### config.mk
export PLATFORM = sky130hd
export DESIGN_NAME = midi_pattern_stamper_core
export DESIGN_NICKNAME = d
export VERILOG_FILES = /design/src/mps_pkg.sv /design/src/mps_alu.sv /design/src/mps_off_ram.sv /design/src/midi_pattern_stamper_core.sv
export SDC_FILE = /design/constraint.sdc
export NUM_CORES = 2
export LEC_CHECK = 0
export ABC_AREA = 1
export BUFFER_PORTS_ARGS = -buffer_cell sky130_fd_sc_hd__buf_2
export CAP_MARGIN = 0
export CORE_MARGIN = 2
export CORE_UTILIZATION = 35
export CTS_BUF_LIST = sky130_fd_sc_hd__clkbuf_4 sky130_fd_sc_hd__clkbuf_8
export DETAILED_ROUTE_END_ITERATION = 16
export GPL_TIMING_DRIVEN = 0
export PLACE_DENSITY = 0.56
export SLEW_MARGIN = 30
export SYNTH_ARGS = -nofsm -noshare
export SYNTH_HDL_FRONTEND = slang
export SYNTH_SLANG_ARGS = --single-unit
### constraint.sdc
create_clock -name i_clk -period 19.2 [get_ports i_clk]
set_input_delay 0 -clock i_clk [delete_from_list [all_inputs] [get_ports i_clk]]
set_output_delay 0 -clock i_clk [all_outputs]
set_load 0.005 [all_outputs]
### src/mps_pkg.sv
// shared types and constants for the midi pattern stamper
package mps_pkg;

    localparam logic [1:0] OP_WRITE = 2'd0;
    localparam logic [1:0] OP_MIDI  = 2'd1;
    localparam logic [1:0] OP_TICK  = 2'd2;

    localparam logic [0:0] CFG_LEN  = 1'b0;
    localparam logic [0:0] CFG_CLIP = 1'b1;

    localparam logic [7:0] KIND_MASK   = 8'hF0;
    localparam logic [7:0] ST_NOTE_ON  = 8'h90;
    localparam logic [7:0] ST_NOTE_OFF = 8'h80;
    localparam logic [3:0] CH_MASK     = 4'hF;

    typedef struct packed {
        logic [1:0]  opcode;
        logic [31:0] now_beat;
        logic [7:0]  midi_status;
        logic [6:0]  midi_data1;
        logic [6:0]  midi_data2;
        logic [2:0]  entry_index;
        logic [31:0] entry_beat;
        logic [31:0] entry_duration;
        logic [6:0]  entry_pitch;
        logic [3:0]  entry_channel;
        logic [6:0]  entry_velocity;
    } t_in;

    typedef struct packed {
        logic        event_valid;
        logic [7:0]  out_status;
        logic [7:0]  out_pitch;
        logic [6:0]  out_velocity;
        logic        note_dropped;
        logic        last;
    } t_out;

    // one pending note-off
    typedef struct packed {
        logic [31:0] beat;
        logic [7:0]  pitch;
        logic [3:0]  channel;
    } t_off;

endpackage

### src/mps_alu.sv
// shared beat unit: due test against an instance start and saturating off-time add
module mps_alu (
    input  logic [31:0] i_now,
    input  logic [31:0] i_start,
    input  logic [31:0] i_at,
    input  logic [31:0] i_add_a,
    input  logic [31:0] i_add_b,
    output logic        o_due,
    output logic [31:0] o_sum
);
    logic [32:0] rel_beat;
    logic [32:0] sum_full;

    // exact signed difference: a beat before the start is never due
    assign rel_beat = {1'b0, i_now} - {1'b0, i_start};
    assign o_due    = !rel_beat[32] && (rel_beat[31:0] >= i_at);

    assign sum_full = {1'b0, i_add_a} + {1'b0, i_add_b};
    assign o_sum    = sum_full[32] ? 32'hFFFF_FFFF : sum_full[31:0];
endmodule

### src/mps_off_ram.sv
// pending note-off store, one write and one registered read per cycle
module mps_off_ram #(
    parameter int DEPTH = 32,
    parameter int AW    = 5
) (
    input  logic          i_clk,
    input  logic          i_we,
    input  logic [AW-1:0] i_waddr,
    input  mps_pkg::t_off i_wdata,
    input  logic          i_re,
    input  logic [AW-1:0] i_raddr,
    output mps_pkg::t_off o_rdata
);
    mps_pkg::t_off mem [DEPTH];

    always_ff @(posedge i_clk) begin
        if (i_we) begin
            mem[i_waddr] <= i_wdata;
        end
        if (i_re) begin
            o_rdata <= mem[i_raddr];
        end
    end
endmodule

### src/midi_pattern_stamper_core.sv
// top level of the midi pattern stamper: sequencer, instance state and pattern table
// One item is in work at a time; in_ready is high only while idle. A pattern write or a
// MIDI event gives one result. A tick with a nonzero pattern length visits each live
// instance in creation order: it opens the instance, reads each pending note-off from
// the off store (one read port) and emits or keeps it, starts each due pattern note-on
// and closes the instance; a stall on the result side holds the walk. All due tests and
// off-time sums go through one beat unit.
// Results leave through a one-deep holding stage and an output register so that the last
// flag can be set on the final result.
module midi_pattern_stamper_core #(
    parameter int MAX_INSTANCES = 4,
    parameter int MAX_NOTES     = 8
) (
    input  logic          i_clk,
    input  logic          i_rst_n,
    input  logic          i_in_valid,
    output logic          o_in_ready,
    input  mps_pkg::t_in  i_in_data,
    output logic          o_out_valid,
    input  logic          i_out_ready,
    output mps_pkg::t_out o_out_data,
    input  logic          i_cfg_valid,
    output logic          o_cfg_ready,
    input  logic [0:0]    i_cfg_index,
    input  logic [3:0]    i_cfg_data
);
    localparam int IW    = (MAX_INSTANCES > 1) ? $clog2(MAX_INSTANCES) : 1;
    localparam int CW    = $clog2(MAX_INSTANCES + 1);
    localparam int PW    = (MAX_NOTES > 1) ? $clog2(MAX_NOTES) : 1;
    localparam int NW    = $clog2(MAX_NOTES + 1);
    localparam int DEPTH = MAX_INSTANCES * MAX_NOTES;
    localparam int AW    = (DEPTH > 1) ? $clog2(DEPTH) : 1;

    typedef enum logic [6:0] {
        S_IDLE   = 7'b0000001,
        S_INST   = 7'b0000010,
        S_OFF_RD = 7'b0000100,
        S_OFF_EV = 7'b0001000,
        S_ON     = 7'b0010000,
        S_FIN    = 7'b0100000,
        S_DONE   = 7'b1000000
    } t_state;

    t_state r_st;

    logic [3:0] r_plen;
    logic       r_clip;

    logic [IW-1:0] r_ord   [MAX_INSTANCES];
    logic          r_live  [MAX_INSTANCES];
    logic [6:0]    r_trig  [MAX_INSTANCES];
    logic [31:0]   r_start [MAX_INSTANCES];
    logic [NW-1:0] r_nxt   [MAX_INSTANCES];
    logic          r_rel   [MAX_INSTANCES];
    logic [NW-1:0] r_cnt   [MAX_INSTANCES];
    logic [CW-1:0] r_n;

    logic [31:0] r_pb [MAX_NOTES];
    logic [31:0] r_pd [MAX_NOTES];
    logic [6:0]  r_pp [MAX_NOTES];
    logic [3:0]  r_pc [MAX_NOTES];
    logic [6:0]  r_pv [MAX_NOTES];

    logic [31:0]   r_now;
    logic [CW-1:0] r_j;
    logic [NW-1:0] r_k;
    logic [NW-1:0] r_w;
    logic          r_cut;
    logic          r_drop;

    logic          r_hold_v;
    mps_pkg::t_out r_hold;
    logic          r_ov;
    mps_pkg::t_out r_od;

    logic          in_acc;
    logic          out_acc;
    logic          can_emit;
    logic [IW-1:0] p;
    logic [NW-1:0] len;
    logic [PW-1:0] e;
    logic          alu_due;
    logic [31:0]   alu_sum;
    logic [31:0]   alu_at;
    mps_pkg::t_off rd;
    logic          mem_we;
    logic [AW-1:0] mem_waddr;
    mps_pkg::t_off mem_wdata;
    logic          mem_re;
    logic [AW-1:0] mem_raddr;
    logic [7:0]    on_pitch;
    logic          off_emit;
    logic          on_go;
    logic          retire;
    mps_pkg::t_out n_res;
    mps_pkg::t_out fin_res;
    logic [7:0]    in_kind;
    logic          new_on;
    logic          od_load;

    assign in_acc      = i_in_valid && o_in_ready;
    assign out_acc     = r_ov && i_out_ready;
    assign o_in_ready  = (r_st == S_IDLE);
    assign o_cfg_ready = 1'b1;
    assign o_out_valid = r_ov;
    assign o_out_data  = r_od;
    assign can_emit    = !r_hold_v || !r_ov || out_acc;

    assign in_kind = i_in_data.midi_status & mps_pkg::KIND_MASK;
    assign new_on  = (i_in_data.opcode == mps_pkg::OP_MIDI) && (in_kind == mps_pkg::ST_NOTE_ON)
                  && (i_in_data.midi_data2 != '0);

    assign p   = r_ord[r_j[IW-1:0]];
    assign len = ({2'b00, r_plen} > 6'(MAX_NOTES)) ? NW'(MAX_NOTES) : NW'(r_plen);
    assign e   = PW'(r_nxt[p]);

    assign alu_at = (r_st == S_OFF_EV) ? rd.beat : r_pb[e];

    mps_alu u_alu (
        .i_now   (r_now),
        .i_start (r_start[p]),
        .i_at    (alu_at),
        .i_add_a (r_pb[e]),
        .i_add_b (r_pd[e]),
        .o_due   (alu_due),
        .o_sum   (alu_sum)
    );

    assign on_pitch = 8'({1'b0, r_trig[p]} + {1'b0, r_pp[e]} - {1'b0, r_pp[0]});
    assign off_emit = r_cut || alu_due;
    assign on_go    = !r_cut && (r_nxt[p] < len) && (r_w < NW'(MAX_NOTES)) && alu_due;
    assign retire   = (r_rel[p] && (r_w == '0))
                   || (!r_clip && (r_nxt[p] >= len) && (r_w == '0));

    // the output register takes a new result from the holding stage or the final one
    assign od_load = ((r_st == S_OFF_EV) && off_emit && can_emit && r_hold_v)
                  || ((r_st == S_ON) && on_go && can_emit && r_hold_v)
                  || ((r_st == S_DONE) && (!r_ov || out_acc));

    always_comb begin
        n_res = '0;
        n_res.event_valid = 1'b1;
        if (r_st == S_OFF_EV) begin
            n_res.out_status = mps_pkg::ST_NOTE_OFF | {4'h0, rd.channel & mps_pkg::CH_MASK};
            n_res.out_pitch  = rd.pitch;
        end else begin
            n_res.out_status   = mps_pkg::ST_NOTE_ON | {4'h0, r_pc[e] & mps_pkg::CH_MASK};
            n_res.out_pitch    = on_pitch;
            n_res.out_velocity = r_pv[e];
        end
    end

    always_comb begin
        fin_res = '0;
        if (r_hold_v) begin
            fin_res = r_hold;
        end else begin
            fin_res.note_dropped = r_drop;
        end
        fin_res.last = 1'b1;
    end

    always_comb begin
        mem_re    = (r_st == S_OFF_RD);
        mem_raddr = AW'(AW'(p) * AW'(MAX_NOTES) + AW'(r_k));
        mem_we    = 1'b0;
        mem_waddr = AW'(AW'(p) * AW'(MAX_NOTES) + AW'(r_w));
        mem_wdata = rd;
        if ((r_st == S_OFF_EV) && !off_emit) begin
            mem_we = 1'b1;
        end else if ((r_st == S_ON) && on_go && can_emit) begin
            mem_we            = 1'b1;
            mem_wdata.beat    = alu_sum;
            mem_wdata.pitch   = on_pitch;
            mem_wdata.channel = r_pc[e] & mps_pkg::CH_MASK;
        end
    end

    mps_off_ram #(
        .DEPTH (DEPTH),
        .AW    (AW)
    ) u_off_ram (
        .i_clk   (i_clk),
        .i_we    (mem_we),
        .i_waddr (mem_waddr),
        .i_wdata (mem_wdata),
        .i_re    (mem_re),
        .i_raddr (mem_raddr),
        .o_rdata (rd)
    );

    // pattern table, no reset
    always_ff @(posedge i_clk) begin
        if (in_acc && (i_in_data.opcode == mps_pkg::OP_WRITE)
            && (int'(i_in_data.entry_index) < MAX_NOTES)) begin
            r_pb[PW'(i_in_data.entry_index)] <= i_in_data.entry_beat;
            r_pd[PW'(i_in_data.entry_index)] <= i_in_data.entry_duration;
            r_pp[PW'(i_in_data.entry_index)] <= i_in_data.entry_pitch;
            r_pc[PW'(i_in_data.entry_index)] <= i_in_data.entry_channel;
            r_pv[PW'(i_in_data.entry_index)] <= i_in_data.entry_velocity;
        end
    end

    always_ff @(posedge i_clk) begin
        if (!i_rst_n) begin
            r_st     <= S_IDLE;
            r_plen   <= '0;
            r_clip   <= 1'b0;
            r_n      <= '0;
            r_j      <= '0;
            r_k      <= '0;
            r_w      <= '0;
            r_cut    <= 1'b0;
            r_drop   <= 1'b0;
            r_now    <= '0;
            r_hold_v <= 1'b0;
            r_hold   <= '0;
            r_ov     <= 1'b0;
            r_od     <= '0;
            for (int q = 0; q < MAX_INSTANCES; q++) begin
                r_ord[q]   <= IW'(q);
                r_live[q]  <= 1'b0;
                r_trig[q]  <= '0;
                r_start[q] <= '0;
                r_nxt[q]   <= '0;
                r_rel[q]   <= 1'b0;
                r_cnt[q]   <= '0;
            end
        end else begin
            if (i_cfg_valid) begin
                if (i_cfg_index == mps_pkg::CFG_LEN) begin
                    r_plen <= i_cfg_data;
                end else begin
                    r_clip <= i_cfg_data[0];
                end
            end

            if (od_load) begin
                r_ov <= 1'b1;
            end else if (out_acc) begin
                r_ov <= 1'b0;
            end

            case (r_st)
                S_IDLE: begin
                    if (in_acc) begin
                        r_now  <= i_in_data.now_beat;
                        r_drop <= new_on && (r_n >= CW'(MAX_INSTANCES));
                        r_j    <= '0;
                        r_st   <= ((i_in_data.opcode == mps_pkg::OP_TICK) && (r_plen != '0))
                                  ? S_INST : S_DONE;
                        if (i_in_data.opcode == mps_pkg::OP_MIDI) begin
                            if (new_on) begin
                                if (r_n < CW'(MAX_INSTANCES)) begin
                                    r_live[r_ord[r_n[IW-1:0]]]  <= 1'b1;
                                    r_trig[r_ord[r_n[IW-1:0]]]  <= i_in_data.midi_data1;
                                    r_start[r_ord[r_n[IW-1:0]]] <= i_in_data.now_beat;
                                    r_nxt[r_ord[r_n[IW-1:0]]]   <= '0;
                                    r_rel[r_ord[r_n[IW-1:0]]]   <= 1'b0;
                                    r_cnt[r_ord[r_n[IW-1:0]]]   <= '0;
                                    r_n <= r_n + 1'b1;
                                end
                            end else if ((in_kind == mps_pkg::ST_NOTE_OFF)
                                      || (in_kind == mps_pkg::ST_NOTE_ON)) begin
                                for (int q = 0; q < MAX_INSTANCES; q++) begin
                                    if (r_live[q] && (r_trig[q] == i_in_data.midi_data1)) begin
                                        r_rel[q] <= 1'b1;
                                    end
                                end
                            end
                        end
                    end
                end
                S_INST: begin
                    if (r_j >= r_n) begin
                        r_st <= S_DONE;
                    end else begin
                        r_k   <= '0;
                        r_w   <= '0;
                        r_cut <= r_clip && r_rel[p];
                        r_st  <= (r_cnt[p] != '0) ? S_OFF_RD : S_ON;
                    end
                end
                S_OFF_RD: begin
                    r_st <= S_OFF_EV;
                end
                S_OFF_EV: begin
                    if (!off_emit || can_emit) begin
                        if (off_emit) begin
                            if (r_hold_v) begin
                                r_od <= r_hold;
                            end
                            r_hold   <= n_res;
                            r_hold_v <= 1'b1;
                        end else begin
                            r_w <= r_w + 1'b1;
                        end
                        r_k  <= r_k + 1'b1;
                        r_st <= ((r_k + 1'b1) == r_cnt[p]) ? S_ON : S_OFF_RD;
                    end
                end
                S_ON: begin
                    if (!on_go) begin
                        r_st <= S_FIN;
                    end else if (can_emit) begin
                        if (r_hold_v) begin
                            r_od <= r_hold;
                        end
                        r_hold   <= n_res;
                        r_hold_v <= 1'b1;
                        r_w      <= r_w + 1'b1;
                        r_nxt[p] <= r_nxt[p] + 1'b1;
                    end
                end
                S_FIN: begin
                    r_cnt[p] <= r_w;
                    r_st     <= S_INST;
                    if (retire) begin
                        // retired id rotates to the free tail of the order list
                        for (int q = 0; q < MAX_INSTANCES - 1; q++) begin
                            if (CW'(q) >= r_j) begin
                                r_ord[q] <= r_ord[q + 1];
                            end
                        end
                        r_ord[MAX_INSTANCES - 1] <= p;
                        r_live[p] <= 1'b0;
                        r_n       <= r_n - 1'b1;
                    end else begin
                        r_j <= r_j + 1'b1;
                    end
                end
                S_DONE: begin
                    if (!r_ov || out_acc) begin
                        r_od     <= fin_res;
                        r_hold_v <= 1'b0;
                        r_st     <= S_IDLE;
                    end
                end
                default: begin
                    r_st <= S_IDLE;
                end
            endcase
        end
    end

`ifndef NO_ASSERTIONS
    a_count_range: assert property (@(posedge i_clk) disable iff (!i_rst_n)
        r_n <= CW'(MAX_INSTANCES))
        else $error("instance count above capacity");

    a_hold_idle: assert property (@(posedge i_clk) disable iff (!i_rst_n)
        (r_st == S_IDLE) |-> !r_hold_v)
        else $error("held result left behind when idle");

    a_state_onehot: assert property (@(posedge i_clk) disable iff (!i_rst_n)
        $onehot(r_st))
        else $error("sequencer state not one-hot");

    a_done_last: assert property (@(posedge i_clk) disable iff (!i_rst_n)
        (r_st == S_DONE && (!r_ov || out_acc)) |=> (r_ov && r_od.last))
        else $error("final result not marked last");
`endif

endmodule
==> run metrics <==
pre-CTS WS 9.98 ns; final hold viol count 0; detailed router's first-iteration violation count 10800; deepest clock path buffer count 4; Finished Cell Area between 100000 and 150000 um2; Seq/Total Area, Yosys 0.704; CTS resizes 0; gr usage total 0.244; data required time of the worst path between 15 and 20 ns; row cnt 197; drt drc 0; Hold Path Depth 5; slowest stage delay, CP ~0.8 ns; worst reg2reg path depth 36; via count 76000; Worst-path clk slew 0.06 ns; top cells by area, synth edfxtp_1, nor2_1, o21ai_0, nand2_1, dfxtp_1; Mapped Cells 8351; total core area between 200000 and 300000 um2; commonest cells in the netlist edfxtp_1, nor2_1, o21ai_0; Layout Skew 0.151 ns; PD cells 134 nW/um2; Mapped Area 102000 um2; Worst-Margin Slew around 1.2 ns; Top cell by count, worst path nand2_1; Setup crit start kind flop; Setup CP Type flop to flop; top cell type's share of synthesized area 0.681; RSZ-0062 raised after global routing false; LEAKAGE 43.0 nW; Fin Setup TNS 0 ns; area grow syn2layout 21.5%; worst setup margin between 9 and 10 ns; chip width 543 um; Max Transition Viols Final 0; die area 295000 um2; post-route ant nets 0; nets@finish 9770; vias in the first global route 72700; Post-DP Area 113000 um2; via density per instance 5.59; Max VDD drop 0.103 mV; GP Congestion 0.947; CTS tree yes; Post-synth EDFFs 2305; Final setup viols 0; die height 543 um; router iterations before antenna repair 9; total grt overflow 0; Max Freq 106 MHz; first-pass GRT wire length approximately 520 mm; Skew-Pair Late Insertion Delay 1.08 ns; post-synth top area cell edfxtp_1; Num CTS Buffers 401; Initial Utilization 0.352; max_slew headroom 0.216; largest net degree at the start of global routing 46; status complete, no violations; CTS root buffer clkbuf_8; Post-synth ARST share 0; CP max stage cell nor2_4; fin crit share 0.492; layout cell share with drive strength beyond 1 0.147; count leader, synth edfxtp_1; DR WL/cell 27.3 um; Worst Hold Class primary input to flop; HPWL after detailed placement 267 mm; antenna violations before repair 26; # IOs 180; Setup Buffers After CTS 0; Sink Count 2422; WP data arrival roughly 10 ns; drt total wl 371 mm; hold_buf cts 298; Min Hold Slack 0.0843 ns; synthesis-stage register bit count 2422; IO Port Bufs between 150 and 200; Top FF cell, synth edfxtp_1; max cap viols 0; post-route minimum period 9.44 ns; H-tree Lvls 5; endpoint type of the worst setup path flop; Mapped Avg Cell Area 12.2 um2; worst-path maximum fanout 15; Synth Warn # 0; fin util 0.428; synth unique cells 68
[registers in the layout, summed over array words and instances, names as in the netlist, 7 cells and up, named ones only]
signal	count
r_cnt	16
o_out_data	23
r_nxt	16
r_st	7
u_off_ram.mem	1408
r_ord	8
r_now	32
r_hold	21
r_pd	256
r_pp	56
r_trig	28
r_start	128
r_pv	56
u_off_ram.o_rdata	44
r_pc	32
r_pb	256
[through the flow]
stage / total power (W) / std cells
floorplan: 0.00941 / 8352
global placement: 0.0117 / 12300
detailed placement: 0.0119 / 12600
CTS: 0.0165 / 13600
global route: 0.0173 / 13600
finish: 0.0165 / 13600
[layout make-up]
cell class,instances,area (um2)
inverter,317,1200
fill,26600,165000
timing repair buffer,732,8380
sequential,2422,71600
multi-input combinational,5084,27500
clock inverter,189,1210
tap,3781,4730
clock buffer,528,6540
buffer,529,2310
antenna,23,57.6
[report_power, final]
group	internal, W	leakage (nW)	switching, W
clock network	0.00236	4.09	0.00216
registers	0.00584	21.9	0.0000442
logic	0.00176	17.0	0.00437
total	0.00996	43.0	0.00657
[critical path, delay by kind of cell (launching register included)]
kind / cells / cell delay, ns
flops: 1 / 0.35
simple gates: 15 / 3.04
buf+inv: 8 / 2.18
compound gates: 10 / 2.42
fa+ha+maj: 2 / 0.55
xor+xnor: 1 / 0.47
[path summary, 6_finish.rpt]
path          startpoint               endpoint  slack [ns]
max          r_ord[2][1]  u_off_ram.mem[29][24]        9.76
min           i_in_valid                r_st[0]        0.08
max reg2reg  r_ord[2][1]  u_off_ram.mem[29][24]        9.76
min reg2reg   r_hold[24]             r_hold[24]        0.47
[logic make-up after synthesis]
family | synth area share
AO/OA/AOI/OAI | 0.119
XOR/XNOR | 0.00690
adder cells (fa/ha/maj) | 0.0170
buffers and inverters | 0.0342
flip-flops | 0.704
other | 0.0000739
AND/OR/NAND/NOR | 0.118
[cells in the final DEF (no fill, tap or decap), drive strengths merged, types with 6 or more instances in the layout]
| master | instances |
|---|---|
| or2 | 160 |
| o22a | 26 |
| clkbuf | 893 |
| a21oi | 190 |
| o22ai | 122 |
| dfxtp | 117 |
| o21ai | 1006 |
| inv | 331 |
| nand3b | 6 |
| o221ai | 246 |
| edfxtp | 2305 |
| a31oi | 83 |
| a21boi | 6 |
| buf | 598 |
| dlygate4sd3 | 298 |
| nor2 | 1368 |
| nand4 | 16 |
| nor4 | 12 |
| ha | 122 |
| a32oi | 37 |
| o211ai | 164 |
| o21a | 41 |
| clkinv | 157 |
| bufinv | 10 |
| xnor2 | 39 |
| fa | 10 |
| diode | 23 |
| nor3 | 33 |
| nand3 | 419 |
| a21o | 10 |
| o21bai | 30 |
| xor2 | 41 |
| clkinvlp | 8 |
| nand2 | 857 |
[per-layer routing]
metal | up-vias | GRT usage | share of wire
li1 | 33000 | - | -
met1 | 37800 | 0.323 | 0.39
met2 | 4460 | 0.388 | 0.45
met3 | 817 | 0.0536 | 0.11
met4 | 16 | 0.101 | 0.046
met5 | - | 0 | 0.00032
Power figures use the tool's default switching activity.
